--- src/rtl/emfc_pkg.sv ---
// ----------------------------------------------------------------------------
// emfc_pkg
// Shared types, constants and helper functions of the frame checker.
// ----------------------------------------------------------------------------
package emfc_pkg;

    localparam int CNT_W = 14;
    localparam logic [CNT_W-1:0] CNT_MAX = {CNT_W{1'b1}};
    localparam int MIN_TOTAL = 32;
    localparam int LEN_OVERHEAD = 12;

    localparam logic [15:0] CRC_INIT = 16'hFFFF;
    localparam logic [15:0] CRC_POLY = 16'hA001;
    localparam logic [15:0] CRLF = 16'h0D0A;

    localparam logic [2:0] ERR_OK        = 3'd0;
    localparam logic [2:0] ERR_FRAME     = 3'd1;
    localparam logic [2:0] ERR_DIGITS    = 3'd2;
    localparam logic [2:0] ERR_LENGTH    = 3'd3;
    localparam logic [2:0] ERR_FIELDS    = 3'd4;
    localparam logic [2:0] ERR_CRC_CHARS = 3'd5;
    localparam logic [2:0] ERR_CRC       = 3'd6;

    localparam logic [2:0] CN_LEN = 3'd4;
    localparam logic [3:0] CP_LEN = 4'd15;

    typedef struct packed {
        logic [7:0] data_byte;
        logic       frame_end;
    } byte_item_t;

    typedef struct packed {
        logic        frame_ok;
        logic [2:0]  error_code;
        logic [15:0] computed_crc;
    } result_t;

    function automatic logic [15:0] crc16_byte(input logic [15:0] crc_in, input logic [7:0] b);
        logic [15:0] c;
        c = crc_in ^ {8'h00, b};
        for (int i = 0; i < 8; i++) begin
            c = c[0] ? ((c >> 1) ^ CRC_POLY) : (c >> 1);
        end
        return c;
    endfunction

    // {not_hex, nibble}; a non-hex character yields nibble 4'hF
    function automatic logic [4:0] hex_decode(input logic [7:0] b);
        logic [4:0] r;
        if (b >= "0" && b <= "9") begin
            r = {1'b0, 4'(b - 8'h30)};
        end
        else if (b >= "a" && b <= "f") begin
            r = {1'b0, 4'(b - 8'h57)};
        end
        else if (b >= "A" && b <= "F") begin
            r = {1'b0, 4'(b - 8'h37)};
        end
        else begin
            r = 5'h1F;
        end
        return r;
    endfunction

    function automatic logic [7:0] qn_char(input logic [1:0] idx);
        logic [7:0] c;
        case (idx)
            2'd0:    c = "Q";
            2'd1:    c = "N";
            default: c = "=";
        endcase
        return c;
    endfunction

    function automatic logic [7:0] cn_char(input logic [1:0] idx);
        logic [7:0] c;
        case (idx)
            2'd0:    c = ";";
            2'd1:    c = "C";
            2'd2:    c = "N";
            default: c = "=";
        endcase
        return c;
    endfunction

    function automatic logic [7:0] cp_char(input logic [3:0] idx);
        logic [7:0] c;
        case (idx)
            4'd0:    c = ";";
            4'd1:    c = "C";
            4'd2:    c = "P";
            4'd3:    c = "=";
            4'd4:    c = "&";
            4'd5:    c = "&";
            4'd6:    c = "D";
            4'd7:    c = "a";
            4'd8:    c = "t";
            4'd9:    c = "a";
            4'd10:   c = "T";
            4'd11:   c = "i";
            4'd12:   c = "m";
            4'd13:   c = "e";
            default: c = "=";
        endcase
        return c;
    endfunction

endpackage

--- src/rtl/emfc_if.sv ---
// ----------------------------------------------------------------------------
// emfc_if
// Valid/ready channels of the frame checker: byte input and result output.
// ----------------------------------------------------------------------------
interface emfc_byte_if;
    logic       valid;
    logic       ready;
    logic [7:0] data_byte;
    logic       frame_end;

    modport source (output valid, output data_byte, output frame_end, input ready);
    modport sink (input valid, input data_byte, input frame_end, output ready);
endinterface

interface emfc_result_if;
    logic        valid;
    logic        ready;
    logic        frame_ok;
    logic [2:0]  error_code;
    logic [15:0] computed_crc;

    modport source (output valid, output frame_ok, output error_code, output computed_crc,
                    input ready);
    modport sink (input valid, input frame_ok, input error_code, input computed_crc,
                  output ready);
endinterface

--- src/rtl/emfc_in_reg.sv ---
// ----------------------------------------------------------------------------
// emfc_in_reg
// Input register: holds one byte transaction until the checker core takes it.
// ----------------------------------------------------------------------------
module emfc_in_reg
    import emfc_pkg::*;
(
    input  logic       clk,
    input  logic       rst_n,
    input  logic       in_valid,
    input  byte_item_t in_item,
    output logic       in_ready,
    input  logic       advance,
    output logic       held_valid,
    output byte_item_t held_item
);

    logic       vld_reg;
    byte_item_t item_reg;

    assign in_ready   = !vld_reg || advance;
    assign held_valid = vld_reg;
    assign held_item  = item_reg;

    always_ff @(posedge clk or negedge rst_n)
    begin
        if (!rst_n)
        begin
            vld_reg <= 1'b0;
        end
        else if (in_valid && in_ready)
        begin
            vld_reg <= 1'b1;
        end
        else if (advance)
        begin
            vld_reg <= 1'b0;
        end
    end

    always_ff @(posedge clk)
    begin
        if (in_valid && in_ready)
        begin
            item_reg <= in_item;
        end
    end

endmodule

--- src/rtl/emfc_check_core.sv ---
// ----------------------------------------------------------------------------
// emfc_check_core
// Per-frame state: position, length, CRC, field matchers and check flags.
// Produces the verdict on the closing byte and returns to reset state.
// ----------------------------------------------------------------------------
module emfc_check_core
    import emfc_pkg::*;
(
    input  logic       clk,
    input  logic       rst_n,
    input  logic       advance,
    input  byte_item_t item,
    output logic       res_valid,
    output result_t    res
);

    logic [CNT_W-1:0] count_reg, count_next;
    logic [CNT_W-1:0] len_reg, len_next;
    logic [15:0]      crc_reg, crc_next;
    logic [15:0]      rx_crc_reg, rx_crc_next;
    logic [15:0]      last2_reg, last2_next;
    logic             start_fail_reg, start_fail_next;
    logic             digit_fail_reg, digit_fail_next;
    logic             qn_fail_reg, qn_fail_next;
    logic             end_fail_reg, end_fail_next;
    logic             hex_fail_reg, hex_fail_next;
    logic             cn_found_reg, cn_found_next;
    logic             cp_found_reg, cp_found_next;
    logic [1:0]       cn_pos_reg, cn_pos_next;
    logic [3:0]       cp_pos_reg, cp_pos_next;

    logic [7:0]       b;
    logic [CNT_W:0]   pos_w;
    logic [CNT_W:0]   len_w;
    logic [CNT_W-1:0] ci;
    logic [2:0]       cn_step;
    logic [4:0]       cp_step;
    logic [4:0]       hx;
    logic [CNT_W:0]   total_w;
    logic [2:0]       err;

    always_comb
    begin
        b     = item.data_byte;
        pos_w = {1'b0, count_reg};
        len_w = {1'b0, len_reg};
        ci    = count_reg - CNT_W'(6);
        hx    = hex_decode(b);

        count_next      = count_reg;
        len_next        = len_reg;
        crc_next        = crc_reg;
        rx_crc_next     = rx_crc_reg;
        start_fail_next = start_fail_reg;
        digit_fail_next = digit_fail_reg;
        qn_fail_next    = qn_fail_reg;
        end_fail_next   = end_fail_reg;
        hex_fail_next   = hex_fail_reg;
        cn_found_next   = cn_found_reg;
        cp_found_next   = cp_found_reg;
        cn_pos_next     = cn_pos_reg;
        cp_pos_next     = cp_pos_reg;
        cn_step         = 3'd0;
        cp_step         = 5'd0;

        if (count_reg < CNT_W'(2))
        begin
            if (b != "#")
            begin
                start_fail_next = 1'b1;
            end
        end
        else if (count_reg < CNT_W'(6))
        begin
            if (b < "0" || b > "9")
            begin
                digit_fail_next = 1'b1;
            end
            len_next = CNT_W'(len_reg * CNT_W'(10)) + CNT_W'(b) - CNT_W'(48);
        end
        else if (pos_w < len_w + (CNT_W+1)'(6))
        begin
            crc_next = crc16_byte(crc_reg, b);
            if (count_reg < CNT_W'(9) && b != qn_char(ci[1:0]))
            begin
                qn_fail_next = 1'b1;
            end
            if (pos_w >= len_w + (CNT_W+1)'(4) && b != "&")
            begin
                end_fail_next = 1'b1;
            end
            if (!cn_found_reg)
            begin
                if (b == cn_char(cn_pos_reg))
                begin
                    cn_step = {1'b0, cn_pos_reg} + 3'd1;
                end
                else
                begin
                    cn_step = (b == ";") ? 3'd1 : 3'd0;
                end
                if (cn_step >= CN_LEN)
                begin
                    cn_found_next = 1'b1;
                    cn_pos_next   = 2'd0;
                end
                else
                begin
                    cn_pos_next = cn_step[1:0];
                end
            end
            if (!cp_found_reg)
            begin
                if (b == cp_char(cp_pos_reg))
                begin
                    cp_step = {1'b0, cp_pos_reg} + 5'd1;
                end
                else
                begin
                    cp_step = (b == ";") ? 5'd1 : 5'd0;
                end
                if (cp_step >= {1'b0, CP_LEN})
                begin
                    cp_found_next = 1'b1;
                    cp_pos_next   = 4'd0;
                end
                else
                begin
                    cp_pos_next = cp_step[3:0];
                end
            end
        end
        else if (pos_w < len_w + (CNT_W+1)'(10))
        begin
            if (hx[4])
            begin
                hex_fail_next = 1'b1;
            end
            rx_crc_next = {rx_crc_reg[11:0], hx[3:0]};
        end

        last2_next = {last2_reg[7:0], b};
        if (count_reg != CNT_MAX)
        begin
            count_next = count_reg + CNT_W'(1);
        end

        total_w = {1'b0, count_next};
        if (count_next < CNT_W'(MIN_TOTAL) || start_fail_next || last2_next != CRLF)
        begin
            err = ERR_FRAME;
        end
        else if (digit_fail_next)
        begin
            err = ERR_DIGITS;
        end
        else if (len_next == '0 ||
                 total_w != {1'b0, len_next} + (CNT_W+1)'(LEN_OVERHEAD))
        begin
            err = ERR_LENGTH;
        end
        else if (qn_fail_next || end_fail_next || !cn_found_next || !cp_found_next)
        begin
            err = ERR_FIELDS;
        end
        else if (hex_fail_next)
        begin
            err = ERR_CRC_CHARS;
        end
        else if (crc_next != rx_crc_next)
        begin
            err = ERR_CRC;
        end
        else
        begin
            err = ERR_OK;
        end
    end

    assign res_valid        = advance && item.frame_end;
    assign res.frame_ok     = (err == ERR_OK);
    assign res.error_code   = err;
    assign res.computed_crc = crc_next;

    always_ff @(posedge clk or negedge rst_n)
    begin
        if (!rst_n)
        begin
            count_reg      <= '0;
            len_reg        <= '0;
            crc_reg        <= CRC_INIT;
            rx_crc_reg     <= '0;
            last2_reg      <= '0;
            start_fail_reg <= 1'b0;
            digit_fail_reg <= 1'b0;
            qn_fail_reg    <= 1'b0;
            end_fail_reg   <= 1'b0;
            hex_fail_reg   <= 1'b0;
            cn_found_reg   <= 1'b0;
            cp_found_reg   <= 1'b0;
            cn_pos_reg     <= '0;
            cp_pos_reg     <= '0;
        end
        else if (advance)
        begin
            if (item.frame_end)
            begin
                count_reg      <= '0;
                len_reg        <= '0;
                crc_reg        <= CRC_INIT;
                rx_crc_reg     <= '0;
                last2_reg      <= '0;
                start_fail_reg <= 1'b0;
                digit_fail_reg <= 1'b0;
                qn_fail_reg    <= 1'b0;
                end_fail_reg   <= 1'b0;
                hex_fail_reg   <= 1'b0;
                cn_found_reg   <= 1'b0;
                cp_found_reg   <= 1'b0;
                cn_pos_reg     <= '0;
                cp_pos_reg     <= '0;
            end
            else
            begin
                count_reg      <= count_next;
                len_reg        <= len_next;
                crc_reg        <= crc_next;
                rx_crc_reg     <= rx_crc_next;
                last2_reg      <= last2_next;
                start_fail_reg <= start_fail_next;
                digit_fail_reg <= digit_fail_next;
                qn_fail_reg    <= qn_fail_next;
                end_fail_reg   <= end_fail_next;
                hex_fail_reg   <= hex_fail_next;
                cn_found_reg   <= cn_found_next;
                cp_found_reg   <= cp_found_next;
                cn_pos_reg     <= cn_pos_next;
                cp_pos_reg     <= cp_pos_next;
            end
        end
    end

endmodule

--- src/rtl/env_monitor_frame_checker_unit.sv ---
// ----------------------------------------------------------------------------
// env_monitor_frame_checker_unit
// Byte-stream checker for environmental-monitoring frames with CRC-16.
//
// frame_in carries one frame byte per transaction; frame_end marks the last
// byte. result_out carries one transaction per frame: frame_ok, the first
// failing check as error_code, and the CRC-16 over the content bytes.
// A byte is registered on acceptance in the input register and processed
// from there by the checker core; the verdict of a closing byte is
// registered in the output register, which drives result_out.valid, and
// is held there until result_out.ready takes it.
// Throughput is one byte per cycle (unless a closing byte waits on a held
// result), set by the combinational CRC and field matchers in the core.
// If result_out stalls, the next frame's bytes are still taken until a
// second closing byte reaches the core; frame_in.ready then drops until
// the held result is taken.
// Reset clears the frame state, the CRC to 0xFFFF and both valid flags.
// ----------------------------------------------------------------------------
module env_monitor_frame_checker_unit
    import emfc_pkg::*;
(
    input logic            clk,
    input logic            rst_n,
    emfc_byte_if.sink      frame_in,
    emfc_result_if.source  result_out
);

    byte_item_t in_item;
    byte_item_t held_item;
    logic       held_valid;
    logic       advance;
    logic       res_valid;
    result_t    res;
    logic       out_vld_reg;
    result_t    out_reg;

    assign in_item.data_byte = frame_in.data_byte;
    assign in_item.frame_end = frame_in.frame_end;

    assign advance = held_valid && (!held_item.frame_end || !out_vld_reg || result_out.ready);

    emfc_in_reg u_in_reg (
        .clk        (clk),
        .rst_n      (rst_n),
        .in_valid   (frame_in.valid),
        .in_item    (in_item),
        .in_ready   (frame_in.ready),
        .advance    (advance),
        .held_valid (held_valid),
        .held_item  (held_item)
    );

    emfc_check_core u_core (
        .clk       (clk),
        .rst_n     (rst_n),
        .advance   (advance),
        .item      (held_item),
        .res_valid (res_valid),
        .res       (res)
    );

    always_ff @(posedge clk or negedge rst_n)
    begin
        if (!rst_n)
        begin
            out_vld_reg <= 1'b0;
        end
        else if (res_valid)
        begin
            out_vld_reg <= 1'b1;
        end
        else if (result_out.ready)
        begin
            out_vld_reg <= 1'b0;
        end
    end

    always_ff @(posedge clk)
    begin
        if (res_valid)
        begin
            out_reg <= res;
        end
    end

    assign result_out.valid        = out_vld_reg;
    assign result_out.frame_ok     = out_reg.frame_ok;
    assign result_out.error_code   = out_reg.error_code;
    assign result_out.computed_crc = out_reg.computed_crc;

endmodule

--- src/flat_wrapper.sv ---
// flat-port wrapper written by rule: the top's interface ports become plain ports
module env_monitor_frame_checker_unit_flat import emfc_pkg::*;
  (clk, rst_n, frame_in_valid, frame_in_data_byte, frame_in_frame_end, frame_in_ready, result_out_valid, result_out_frame_ok, result_out_error_code, result_out_computed_crc, result_out_ready);
  emfc_byte_if frame_in_i ();
  emfc_result_if result_out_i ();
  input logic clk;
  input logic rst_n;
  input wire logic [$bits(frame_in_i.valid)-1:0] frame_in_valid;
  input wire logic [$bits(frame_in_i.data_byte)-1:0] frame_in_data_byte;
  input wire logic [$bits(frame_in_i.frame_end)-1:0] frame_in_frame_end;
  output wire logic [$bits(frame_in_i.ready)-1:0] frame_in_ready;
  output wire logic [$bits(result_out_i.valid)-1:0] result_out_valid;
  output wire logic [$bits(result_out_i.frame_ok)-1:0] result_out_frame_ok;
  output wire logic [$bits(result_out_i.error_code)-1:0] result_out_error_code;
  output wire logic [$bits(result_out_i.computed_crc)-1:0] result_out_computed_crc;
  input wire logic [$bits(result_out_i.ready)-1:0] result_out_ready;
  assign frame_in_i.valid = frame_in_valid;
  assign frame_in_i.data_byte = frame_in_data_byte;
  assign frame_in_i.frame_end = frame_in_frame_end;
  assign frame_in_ready = frame_in_i.ready;
  assign result_out_valid = result_out_i.valid;
  assign result_out_frame_ok = result_out_i.frame_ok;
  assign result_out_error_code = result_out_i.error_code;
  assign result_out_computed_crc = result_out_i.computed_crc;
  assign result_out_i.ready = result_out_ready;
  env_monitor_frame_checker_unit u_core (.clk(clk), .rst_n(rst_n), .frame_in(frame_in_i), .result_out(result_out_i));
endmodule
--- config.mk ---
export PLATFORM = sky130hd
export DESIGN_NAME = env_monitor_frame_checker_unit_flat
export DESIGN_NICKNAME = d
export VERILOG_FILES = /design/src/rtl/emfc_pkg.sv /design/src/rtl/emfc_if.sv /design/src/rtl/emfc_in_reg.sv /design/src/rtl/emfc_check_core.sv /design/src/rtl/env_monitor_frame_checker_unit.sv /design/src/flat_wrapper.sv
export SDC_FILE = /design/constraint.sdc
export NUM_CORES = 1
export LEC_CHECK = 0
export BUFFER_PORTS_ARGS = -buffer_cell sky130_fd_sc_hd__buf_2
export CAP_MARGIN = 20
export CORE_UTILIZATION = 45
export CTS_BUF_LIST = sky130_fd_sc_hd__clkbuf_4 sky130_fd_sc_hd__clkbuf_8 sky130_fd_sc_hd__clkbuf_16
export CTS_CLUSTER_DIAMETER = 40
export DETAILED_ROUTE_END_ITERATION = 16
export PLACE_DENSITY_LB_ADDON = 0.25
export REMOVE_ABC_BUFFERS = 1
export SYNTH_ARGS = -nofsm -noshare
export SYNTH_HDL_FRONTEND = slang
export SYNTH_HIERARCHICAL = 1
export SYNTH_SLANG_ARGS = --single-unit
--- constraint.sdc ---
create_clock -name clk -period 13.4 [get_ports clk]
set_input_delay 2.68 -clock clk [delete_from_list [all_inputs] [get_ports clk]]
set_output_delay 2.68 -clock clk [all_outputs]
set_load 0.05 [all_outputs]
==> results.sh <==
export IMPL_run_status="completed"
export IMPL_final_util_pct=49.1
export IMPL_arrival_ns=3.36
export IMPL_post_place_ws_ns=7.36
export IMPL_power_leakage_nw=4.40
export IMPL_rsz0062_at_grt="no"
export IMPL_postCtsSetupBuffers=0
export IMPL_finalSetupTns_ns=0
export IMPL_synth_cell_type_count=97
export IMPL_viasPerCell=6.16
export IMPL_synth_area_sq_um=10200
export IMPL_cts_tree="done"
export IMPL_tightest_slew_ns=1.05
export IMPL_hold_path_class="flip-flop to flip-flop"
export IMPL_cp_start_kind="input pin"
export IMPL_yosys_area_top_type="dfrtp_1"
export IMPL_synth_main_ff_cell="dfrtp_1"
export IMPL_nFillCells=2090
export IMPL_die_h_um=153
export IMPL_reg2reg_from="u_core/u_core/len_reg[3]$_DFFE_PN0P_"
export IMPL_grt_pass1_vias=8366
export IMPL_drt_iter0_drc=795
export IMPL_start_util_pct=46.4
export IMPL_clock_sinks=112
export IMPL_drv_slew=0
export IMPL_synth_most_common_cell="ha_1"
export IMPL_hold_viol=0
export IMPL_cp_end_kind="output port"
export IMPL_antenna_cells=0
export IMPL_p_per_area_nw_per_um2=165
export IMPL_ctsHoldBuffers=0
export IMPL_dpl_hpwl_mm=20.8
export IMPL_globalRouteOverflowTotal=0
export IMPL_nets=1257
export IMPL_num_rows=54
export IMPL_ctsHtreeMaxLevel=3
export IMPL_clock_fmax_ghz=0.166
export IMPL_yosysWarnings=6
export IMPL_fin_crit_ns=6.04
export IMPL_min_from="u_core/u_core/last2_reg[0]$_DFFE_PN0P_"
export IMPL_core_sq_um=22100
export IMPL_synth_cells=1149
export IMPL_async_reset_ff_share_pct=74.1
export IMPL_cts_root_buf="clkbuf_16"
export IMPL_syn_avg_cell_area_sq_um=8.92
export IMPL_synth_top_area_share_pct=16.4
export IMPL_crit_start="result_out_ready"
export IMPL_vias=8799
export IMPL_wl_mm=27.7
export IMPL_ios=35
export IMPL_die_area_sq_um=23400
export IMPL_maxCapViolations=0
export IMPL_syn2layout_area_growth_pct=5.81
export IMPL_cts_buffers=9
export IMPL_grt_max_degree=52
export IMPL_cts_clk_slew_worst_paths_ns=0.07
export IMPL_setup_violations_final=0
export IMPL_postCtsResizedCells=0
export IMPL_slew_headroom_pct=29.7
export IMPL_cp_max_fo=3
export IMPL_firstDrtPassIters=5
export IMPL_die_x_um=153
export IMPL_fin_ws_ns=7.36
export IMPL_port_buffers=34
export IMPL_ys_top_cells_by_count="ha_1 (98), xnor2_1 (86), inv_1 (80)"
export IMPL_synth_seq_cells=112
export IMPL_min_period_over_period_pct=45.1
export IMPL_final_antenna_net_count=0
export IMPL_ys_seq_area_share_pct=29.0
export IMPL_route_detailed_drc=0
export IMPL_crit_type="input pin to output port"
export IMPL_clockBufferDepth=2
export IMPL_synthTopCellsByArea="dfrtp_1 (16%), ha_1 (12%), edfxtp_1 (8.5%)"
export IMPL_globalplace_congestion=0.880
export IMPL_irDropWorstVdd_mv=0.105
export IMPL_drive_gt1_share_pct=10.4
export IMPL_fin_skew_ns=0.0201
export IMPL_grt_antenna_before_repair=0
export IMPL_wl_per_cell_um=19.4
export IMPL_worst_skew_pair_late_latency_ns=0.37
export IMPL_track_usage_pct=24.1
export IMPL_synth_edf_count=29
export IMPL_grt_pass1_wl_mm=45.0
export IMPL_required_ns=10.72
export IMPL_hold_slack_ns=0.480
layout by cell type, fill, tap and decap left out, drive strengths merged, types with 14 or more instances in the layout:
| cell | synthesis | routed |
|---|---|---|
| o21ai | 55 | 55 |
| dfrtp | 67 | 67 |
| ha | 98 | 98 |
| edfxtp | 29 | 29 |
| nand3 | 30 | 30 |
| nand4 | 28 | 28 |
| nand2b | 14 | 14 |
| inv | 81 | 84 |
| a31oi | 15 | 15 |
| nand2 | 74 | 74 |
| nor4 | 18 | 18 |
| nor3 | 28 | 28 |
| mux2i | 28 | 28 |
| xnor2 | 86 | 86 |
| nor2 | 79 | 79 |
| a211oi | 15 | 15 |
| a22o | 20 | 20 |
| o31ai | 16 | 16 |
| buf | 22 | 44 |
| dfstp | 16 | 16 |
| a21oi | 49 | 49 |
| o211ai | 14 | 14 |
| xor2 | 31 | 31 |
worst max-delay path: stages:
cell and delay [ns]:
buf_2 0.10, nor2b_4 0.04, a21boi_4 0.14, nand2b_4 0.14, buf_2 0.25
path summary, 6_finish.rpt:
check	slack (ns)	end	cells after the start
max reg2reg	7.66	u_core/result_out.error_code[0]$_DFFE_PP_	18
max in group asynchronous	10.06	u_core/u_core/count_reg[2]$_DFFE_PN0P_	2
max	7.36	frame_in_ready	5
min	0.48	u_core/u_core/last2_reg[0]$_DFFE_PN0P_	2
min in group asynchronous	2.26	u_core/u_core/count_reg[11]$_DFFE_PN0P_	1
min reg2reg	0.48	u_core/u_core/last2_reg[0]$_DFFE_PN0P_	2
logic make-up after synthesis:
group | Yosys count | synth area share [%]
AOI/OAI and AO/OA | 298 | 20.8
adders and majority gates | 100 | 12.4
DFF | 112 | 29.0
muxes | 32 | 3.18
and+or+nand+nor | 348 | 18.5
buffers and inverters | 141 | 6.03
xor gates and xnor gates | 118 | 10.2
stage by stage:
| stage | cells | power (mW) | area, sq um |
|---|---|---|---|
| after floorplan | 1089 | 1.25 | 9930 |
| after global placement | 1412 | 1.49 | 10500 |
| after detailed placement | 1413 | 1.51 | 10500 |
| after CTS | 1429 | 1.79 | 10800 |
| after global routing | 1429 | 1.94 | 10800 |
| final | 1429 | 1.79 | 10800 |
metal layers:
| metal | wire length, um | track usage (%) | part of all wire, % |
|---|---|---|---|
| met1 | 13000 | 34.0 | 47 |
| met2 | 12500 | 38.8 | 45 |
| met3 | 1520 | 2.98 | 5.5 |
| met4 | 661 | 6.73 | 2.4 |
| met5 | 0 | 0 | 0 |
where the power goes:
group	total [mW]	internal (mW)	switching (mW)
clock network	0.276	0.133	0.144
registers	0.452	0.386	0.0658
logic	1.06	0.424	0.638
total	1.79	0.943	0.848
cell type report:
cell class              instances  area, sq um  area share (%)
clock inverters                 7         75.1           0.693
multi-input cells             896         6670            61.5
flip-flops and latches        112         2970            27.4
inverters                      81          304            2.81
clock buffers                   9          225            2.08
repair buffers                 44          248            2.29
well taps                     280          350            3.23
No activity file was read; power rests on OpenSTA's default activity.
